**src/sv/srs_pkg.sv**
```systemverilog
// Shared types, constants and index helpers for the searchable reversible stack.
package srs_pkg;

  localparam int DEPTH   = 64;
  localparam int AW      = (DEPTH > 1) ? $clog2(DEPTH) : 1;
  localparam int CW      = $clog2(DEPTH + 1);
  localparam int COUNT_W = 7;

  typedef logic [AW-1:0] addr_t;
  typedef logic [CW-1:0] cnt_t;

  localparam cnt_t DEPTH_CNT = CW'(DEPTH);

  typedef enum logic [1:0] {
    OP_PUSH    = 2'd0,
    OP_POP     = 2'd1,
    OP_REVERSE = 2'd2,
    OP_SEARCH  = 2'd3
  } op_t;

  typedef enum logic [1:0] {
    ST_IDLE,
    ST_POP_WAIT,
    ST_SEARCH,
    ST_DONE
  } state_t;

  typedef struct packed {
    logic [7:0] row;
    logic [7:0] col;
  } pair_t;

  typedef struct packed {
    logic               ok;
    pair_t              pair;
    logic               empty;
    logic [COUNT_W-1:0] count;
  } res_t;

  typedef struct packed {
    logic  wr_en;
    addr_t wr_addr;
    pair_t wr_data;
    logic  rd_en;
    addr_t rd_addr;
  } mem_req_t;

  // Physical slot of logical position idx in the circular store.
  // Forward orientation grows upwards from base, reversed grows downwards.
  function automatic addr_t phys_idx(input addr_t base, input logic rev, input cnt_t idx);
    logic [CW:0] b;
    logic [CW:0] i;
    logic [CW:0] s;
    b = {{(CW + 1 - AW){1'b0}}, base};
    i = {1'b0, idx};
    if (!rev) begin
      s = b + i;
      if (s >= (CW + 1)'(DEPTH)) begin
        s = s - (CW + 1)'(DEPTH);
      end
    end else begin
      s = b - i;
      if (b < i) begin
        s = s + (CW + 1)'(DEPTH);
      end
    end
    return s[AW-1:0];
  endfunction

  // Low bits of the fill count as shown in the result item.
  function automatic logic [COUNT_W-1:0] count_field(input cnt_t c);
    logic [CW+COUNT_W-1:0] w;
    w = {{COUNT_W{1'b0}}, c};
    return w[COUNT_W-1:0];
  endfunction

endpackage

```
**src/sv/srs_store.sv**
```systemverilog
// Pair store: single-port-write, registered-read memory of coordinate pairs.
module srs_store (
  input  logic             clk,
  input  srs_pkg::mem_req_t req,
  output srs_pkg::pair_t   rd_data
);
  import srs_pkg::*;

  pair_t mem [DEPTH];
  pair_t rd_data_r;

  // write port
  always_ff @(posedge clk) begin
    if (req.wr_en) begin
      mem[req.wr_addr] <= req.wr_data;
    end
  end

  // read port, registered
  always_ff @(posedge clk) begin
    if (req.rd_en) begin
      rd_data_r <= mem[req.rd_addr];
    end
  end

  assign rd_data = rd_data_r;

endmodule

```
**src/sv/srs_ctrl.sv**
```systemverilog
// Stack controller: pointers, orientation flag, search walk and result forming.
module srs_ctrl (
  input  logic              clk,
  input  logic              rst_n,
  input  logic              in_valid,
  output logic              in_stall,
  input  srs_pkg::op_t      op,
  input  srs_pkg::pair_t    key,
  output srs_pkg::mem_req_t mem_req,
  input  srs_pkg::pair_t    rd_data,
  output logic              res_vld,
  output srs_pkg::res_t     res,
  input  logic              res_take
);
  import srs_pkg::*;

  state_t state_r, state_nxt;
  cnt_t   cnt_r, cnt_nxt;
  addr_t  base_r, base_nxt;
  logic   rev_r, rev_nxt;
  pair_t  key_r, key_nxt;
  addr_t  ptr_r, ptr_nxt;
  cnt_t   left_r, left_nxt;
  logic   pend_r, pend_nxt;
  res_t   res_r, res_nxt;

  cnt_t   cnt_m1;
  cnt_t   cnt_new;
  logic   hit;

  assign cnt_m1 = cnt_r - CW'(1);
  assign hit    = (rd_data == key_r);

  // next state
  always_comb begin
    state_nxt = state_r;
    case (state_r)
      ST_IDLE: begin
        if (in_valid) begin
          case (op)
            OP_POP:    state_nxt = (cnt_r != '0) ? ST_POP_WAIT : ST_DONE;
            OP_SEARCH: state_nxt = (cnt_r != '0) ? ST_SEARCH : ST_DONE;
            default:   state_nxt = ST_DONE;
          endcase
        end
      end
      ST_POP_WAIT: state_nxt = ST_DONE;
      ST_SEARCH: begin
        if (pend_r && (hit || left_r == '0)) begin
          state_nxt = ST_DONE;
        end
      end
      ST_DONE: begin
        if (res_take) begin
          state_nxt = ST_IDLE;
        end
      end
      default: state_nxt = ST_IDLE;
    endcase
  end

  // handshake and memory port
  always_comb begin
    in_stall        = 1'b1;
    res_vld         = 1'b0;
    mem_req.wr_en   = 1'b0;
    mem_req.wr_addr = phys_idx(base_r, rev_r, cnt_r);
    mem_req.wr_data = key;
    mem_req.rd_en   = 1'b0;
    mem_req.rd_addr = ptr_r;
    case (state_r)
      ST_IDLE: begin
        in_stall = 1'b0;
        if (in_valid && op == OP_PUSH && cnt_r < DEPTH_CNT) begin
          mem_req.wr_en = 1'b1;
        end
        if (in_valid && op == OP_POP && cnt_r != '0) begin
          mem_req.rd_en   = 1'b1;
          mem_req.rd_addr = phys_idx(base_r, rev_r, cnt_m1);
        end
      end
      ST_SEARCH: begin
        mem_req.rd_en = (left_r != '0);
      end
      ST_DONE: res_vld = 1'b1;
      default: ;
    endcase
  end

  // datapath
  always_comb begin
    cnt_nxt  = cnt_r;
    base_nxt = base_r;
    rev_nxt  = rev_r;
    key_nxt  = key_r;
    ptr_nxt  = ptr_r;
    left_nxt = left_r;
    pend_nxt = 1'b0;
    res_nxt  = res_r;
    cnt_new  = cnt_r;
    case (state_r)
      ST_IDLE: begin
        if (in_valid) begin
          key_nxt      = key;
          res_nxt.ok   = 1'b0;
          res_nxt.pair = '0;
          case (op)
            OP_PUSH: begin
              if (cnt_r < DEPTH_CNT) begin
                cnt_new    = cnt_r + CW'(1);
                res_nxt.ok = 1'b1;
              end
            end
            OP_POP: begin
              if (cnt_r != '0) begin
                cnt_new    = cnt_m1;
                res_nxt.ok = 1'b1;
              end
            end
            OP_REVERSE: begin
              // reverse by moving the bottom to the old top and flipping direction
              res_nxt.ok = 1'b1;
              rev_nxt    = ~rev_r;
              if (cnt_r != '0) begin
                base_nxt = phys_idx(base_r, rev_r, cnt_m1);
              end
            end
            OP_SEARCH: begin
              ptr_nxt  = base_r;
              left_nxt = cnt_r;
            end
            default: ;
          endcase
          cnt_nxt       = cnt_new;
          res_nxt.empty = (cnt_new == '0);
          res_nxt.count = count_field(cnt_new);
        end
      end
      ST_POP_WAIT: res_nxt.pair = rd_data;
      ST_SEARCH: begin
        // issue one read a cycle, compare the data of the previous read
        if (left_r != '0) begin
          ptr_nxt  = phys_idx(ptr_r, rev_r, CW'(1));
          left_nxt = left_r - CW'(1);
          pend_nxt = 1'b1;
        end
        if (pend_r && hit) begin
          res_nxt.ok = 1'b1;
          pend_nxt   = 1'b0;
        end
      end
      default: ;
    endcase
  end

  // control registers
  always_ff @(posedge clk) begin
    if (!rst_n) begin
      state_r <= ST_IDLE;
      cnt_r   <= '0;
      base_r  <= '0;
      rev_r   <= 1'b0;
      pend_r  <= 1'b0;
    end else begin
      state_r <= state_nxt;
      cnt_r   <= cnt_nxt;
      base_r  <= base_nxt;
      rev_r   <= rev_nxt;
      pend_r  <= pend_nxt;
    end
  end

  // payload registers
  always_ff @(posedge clk) begin
    key_r  <= key_nxt;
    ptr_r  <= ptr_nxt;
    left_r <= left_nxt;
    res_r  <= res_nxt;
  end

  assign res = res_r;

endmodule

```
**src/sv/searchable_reversible_stack_unit.sv**
```systemverilog
// Push: the result is registered in the cycle after the accept.
// Reverse: it only moves the bottom pointer and flips the growth direction.
// Pop: passes through ST_POP_WAIT for the registered read of the pair memory.
// Search: one memory read per stored item at most; an empty stack skips the walk,
// and a match ends the walk early.
// Reset (rst_n low, synchronous) empties the stack; memory contents are left as they are.
module searchable_reversible_stack_unit (
  input  logic       clk,
  input  logic       rst_n,
  input  logic       in_valid,
  output logic       in_stall,
  input  logic [1:0] in_operation,
  input  logic [7:0] in_row,
  input  logic [7:0] in_col,
  output logic       out_valid,
  input  logic       out_stall,
  output logic       out_ok,
  output logic [7:0] out_row,
  output logic [7:0] out_col,
  output logic       out_empty_res,
  output logic [6:0] out_count
);
  import srs_pkg::*;

  mem_req_t mem_req;
  pair_t    rd_data;
  pair_t    key;
  logic     res_vld;
  logic     res_take;
  res_t     res;

  logic     out_valid_r, out_valid_nxt;
  res_t     out_res_r;

  assign key.row = in_row;
  assign key.col = in_col;

  srs_ctrl u_ctrl (
    .clk      (clk),
    .rst_n    (rst_n),
    .in_valid (in_valid),
    .in_stall (in_stall),
    .op       (op_t'(in_operation)),
    .key      (key),
    .mem_req  (mem_req),
    .rd_data  (rd_data),
    .res_vld  (res_vld),
    .res      (res),
    .res_take (res_take)
  );

  srs_store u_store (
    .clk     (clk),
    .req     (mem_req),
    .rd_data (rd_data)
  );

  // output register: loads when empty or being drained
  assign res_take = res_vld && (!out_valid_r || !out_stall);

  always_comb begin
    out_valid_nxt = out_valid_r && out_stall;
    if (res_take) begin
      out_valid_nxt = 1'b1;
    end
  end

  always_ff @(posedge clk) begin
    if (!rst_n) begin
      out_valid_r <= 1'b0;
    end else begin
      out_valid_r <= out_valid_nxt;
    end
  end

  always_ff @(posedge clk) begin
    if (res_take) begin
      out_res_r <= res;
    end
  end

  assign out_valid     = out_valid_r;
  assign out_ok        = out_res_r.ok;
  assign out_row       = out_res_r.pair.row;
  assign out_col       = out_res_r.pair.col;
  assign out_empty_res = out_res_r.empty;
  assign out_count     = out_res_r.count;

endmodule

```
**config.mk**
```make
export PLATFORM = sky130hd
export DESIGN_NAME = searchable_reversible_stack_unit
export DESIGN_NICKNAME = d
export VERILOG_FILES = /design/src/sv/srs_pkg.sv /design/src/sv/srs_store.sv /design/src/sv/srs_ctrl.sv /design/src/sv/searchable_reversible_stack_unit.sv
export SDC_FILE = /design/constraint.sdc
export NUM_CORES = 1
export LEC_CHECK = 0
export ABC_CLOCK_PERIOD_IN_PS = 5700
export BUFFER_PORTS_ARGS = -buffer_cell sky130_fd_sc_hd__buf_4
export CAP_MARGIN = 20
export CORE_UTILIZATION = 45
export CTS_CLUSTER_DIAMETER = 120
export CTS_CLUSTER_SIZE = 16
export DETAILED_ROUTE_END_ITERATION = 6
export GPL_TIMING_DRIVEN = 1
export MAX_ROUTING_LAYER = met4
export SYNTH_ARGS = -nofsm -noshare
export SYNTH_HDL_FRONTEND = slang
export SYNTH_SLANG_ARGS = --single-unit
```
**constraint.sdc**
```tcl
create_clock -name clk -period 5.7 [get_ports clk]
set_input_delay 0.855 -clock clk [delete_from_list [all_inputs] [get_ports clk]]
set_output_delay 0.855 -clock clk [all_outputs]
set_load 0.01 [all_outputs]
```
==> impl_metrics.py <==
metrics = {
    "status": {
        "status": "finished, final reports clean",
    },
    "critical_path": {
        "cp_cell_sequence": "inv_1 > ha_1 > nand2_1 > o32ai_1 > o21ai_0 > nand2_1 > xor2_1 > ha_1 > o21a_1 > o31a_1 > a211o_1 > a21oi_2 > buf_4 > nand2_2 > o22ai_1 > nor4_1 > buf_4 > o221a_1",
        "slowest_delay_ps": 690,
        "crit_path_top_delay_cell": "dfxtp_1",
        "crit_path_end_kind": "register",
        "cp_num_buf_inv": 3,
        "cp.arrival_ps": 5810,
        "cp_max_fo": 28,
        "path_class": "register to register",
        "required_ps": 6130,
        "critPathLaunchType": "register",
        "critPathTopFamily": "compound AO/OA/AOI/OAI gates",
    },
    "global_route": {
        "grt.total_usage_pct": 24.67,
        "grt_max_degree": 109,
        "grt_pass1_wl_um": 180600,
        "grt_antenna_before_repair": 1,
        "gr-total-overflow": 0,
        "first_global_vias": 26190,
    },
    "route": {
        "viasPerCell": 6.020,
        "wl_met2_um": 57450,
        "postRouteAntennaNets": 0,
        "top_layer": "met4",
        "drtIter0Drc": 3478,
        "wl_met1_um": 52920,
        "num_vias": 27840,
        "dr.pass1.iters": 6,
        "wl_met3_um": 9144,
        "wl_um": 123100,
        "drc": 0,
        "wl_per_cell_um": 26.63,
    },
    "power_and_ir_drop": {
        "powerDensity_mw_per_mm2": 451.1,
        "vdd_drop_max_mv": 0.2602,
        "cellLeakagePower_nw": 16.51,
    },
    "yosys": {
        "synthMuxAreaShare_pct": 1.959,
        "synth.top_cell.area_share_pct": 73.99,
        "async_flop_share_pct": 0,
        "synth_top_cells_by_area": "edfxtp_1 (74%), nand2_1 (5.3%), a21oi_1 (4.5%), a22oi_1 (2.6%), nand3_1 (1.2%)",
        "yosys.area_share.adder_pct": 0.7384,
        "synth.avg_cell_area_um2": 14.03,
        "synth-xor-area-share_pct": 1.003,
        "synthesis.nets": 3285,
        "yosys.area.top_type": "edfxtp_1",
        "synth_area_mm2": 0.04541,
        "synth_edf_count": 1119,
        "syn_inst": 3238,
        "ys_ff_latch": 1137,
        "yosysWarnings": 0,
        "synth_top_family_by_area": "compound AO/OA/AOI/OAI gates",
        "synthSimpleGateAreaFrac_pct": 9.070,
        "synth-main-ff-cell": "edfxtp_1",
        "yosysUniqueCellTypes": 68,
        "synth-compound-area-share_pct": 10.28,
        "yosysSeqAreaShare_pct": 74.79,
    },
    "finish": {
        "syn2layout_area_growth_pct": 9.979,
        "regArea_mm2": 0.03396,
        "drive_above_1_share_pct": 9.474,
        "multi_input_area_mm2": 0.01051,
        "fillerInstances": 8326,
        "nNetsFinal": 3350,
        "final_cell_count_no_fill": 4624,
    },
    "sta": {
        "slew_viol_final": 0,
        "rsz0062_at_grt": "false",
        "relSlewSlack_pct": 31.17,
        "finalSetupViolCount": 0,
        "tightest_slew_ps": 1029,
        "tns_ps": 0,
        "fin_ws_ps": 318.5,
        "period_share_pct": 94.41,
        "timing.hold.ws_ps": 415.1,
        "clock_skew_ps": 44.45,
        "hold_viol": 0,
        "period_needed_ps": 5382,
        "max_freq_mhz": 185.8,
    },
    "cts": {
        "cts.sinks": 1137,
        "postCtsHoldBufs": 0,
        "numCtsBuffers": 81,
        "postCtsSetupBuffers": 0,
        "ctsHtreeMaxLevel": 3,
        "clkTransAtPathRegs_ps": 80,
        "cts_max_path_buffers": 3,
        "clk_latency_ps": 680,
        "cts_tree": "built",
        "cts_root_buf": "clkbuf_16",
    },
    "floorplan": {
        "initial_core_util_pct": 45.41,
        "die-width_um": 319.7,
        "rows": 116,
        "die_h_um": 319.7,
        "core-area_mm2": 0.1000,
        "die_area_mm2": 0.1022,
        "pin_count": 49,
    },
    "placed_design": {
        "place_inst": 4517,
        "dp_slack_ps": 376.9,
        "portBuffers": 48,
        "place_congestion": 0.9596,
        "post-dp-hpwl_um": 74920,
    },
    "job": {
        "maxCapViolations": 0,
    },
    "min_path": {
        "hold_class": "register to register",
    },
}
-- registers in the layout (all words and copies together) (netlist names), 2 cells and up --
| signal | count |
|---|---|
| u_ctrl.base_r | 6 |
| u_store.mem | 1024 |
| out_row | 8 |
| u_ctrl.ptr_r | 6 |
| u_ctrl.state_r | 2 |
| u_store.rd_data | 16 |
| u_ctrl.key_r | 16 |
| out_col | 8 |
| u_ctrl.left_r | 7 |
| out_count | 7 |
| u_ctrl.res | 25 |
| u_ctrl.cnt_r | 7 |
-- layout by cell type, fill, tap and decap left out, drive strengths merged, types with 4 or more instances in the layout --
cell type     n
nor3         15
inv          26
xor2         24
ha           22
and2         23
nor2b        10
nor3b         6
nor4         19
buf         180
mux4         18
a32oi        25
nand4        23
clkbuf       98
a21boi        9
o22ai        62
a22oi       157
dfxtp        18
o221ai        4
a21o         10
mux2i        39
xnor2        28
nand2b        6
a31oi        15
edfxtp     1119
a21oi       410
clkinv        4
mux2          5
a221oi        5
nand3       110
o21ai        17
o221a         8
nand2       648
nor2        111
o211a         8
-- kinds of logic (layout without fill, tap and decap cells) --
family	after synthesis	count (layout)
AOI/OAI and AO/OA	758	758
xor gates and xnor gates	52	52
adders and majority gates	25	25
buffers and inverters	221	308
DFF	1137	1137
muxes	62	62
other	0	1
and+or+nand+nor	983	983
-- cell type report --
class                      count  area share [%]
antenna                        1        0.005010
clock buffer                  98           4.271
clock inverter                 7          0.1829
inverter                      23          0.1729
multi-input combinational   1880           21.04
sequential                  1137           68.00
tap                         1298           3.252
timing repair buffer         180           3.076
-- path summary, 6_finish.rpt --
kind	from	endpoint	slack (ps)	depth (start not counted)
worst min-delay path	u_ctrl.res[19]$_DFFE_PP_	out_row[3]$_DFFE_PP_	420	0
worst max-delay path	u_ctrl.cnt_r[0]$_SDFFE_PN0P_	u_store.rd_data[9]$_DFFE_PP_	320	18
worst min register to register	u_ctrl.res[19]$_DFFE_PP_	out_row[3]$_DFFE_PP_	420	0
worst max register to register	u_ctrl.cnt_r[0]$_SDFFE_PN0P_	u_store.rd_data[9]$_DFFE_PP_	320	18
-- synthesized netlist by cell type (all sizes together), types with 9 or more instances --
master	n
o21ai	17
o22ai	62
xor2	24
clkbuf	56
a22oi	157
a21oi	410
a31oi	15
mux2i	39
dfxtp	18
a21boi	9
a21o	10
buf	142
ha	22
nand2	648
mux4	18
nor2b	10
and2	23
nor4	19
nand3	110
inv	23
nand4	23
edfxtp	1119
xnor2	28
nor2	111
a32oi	25
nor3	15
-- stage by stage --
| step | util (%) | area, um2 | total power, mW |
|---|---|---|---|
| floorplan | - | 45410 | 14.43 |
| global placement | 47.70 | 47700 | 17.14 |
| detailed placement | 47.70 | 47700 | 17.23 |
| CTS | 49.93 | 49930 | 22.54 |
| global route | 49.94 | 49940 | 23.43 |
| finish | 49.94 | 49950 | 22.53 |
-- power breakdown --
part	leakage [nW]	switching (mW)	internal, mW
combinational	5.19	4.93	2.24
sequential	10.2	0.325	9.66
clock	1.08	2.74	2.64
-- per-layer routing --
layer | up-vias | GRT usage (%)
li1 | 12300 | -
met4 | 0 | 7.692
met2 | 1214 | 37.67
met1 | 14170 | 34.39
met5 | - | -
met3 | 160 | 3.426
-- timing repair --
action,4_1_cts,5_1_grt
hold endpoints to repair,0,0
setup endpoints to repair,0,1
resized for setup,0,1
Power figures use the tool's default switching activity.
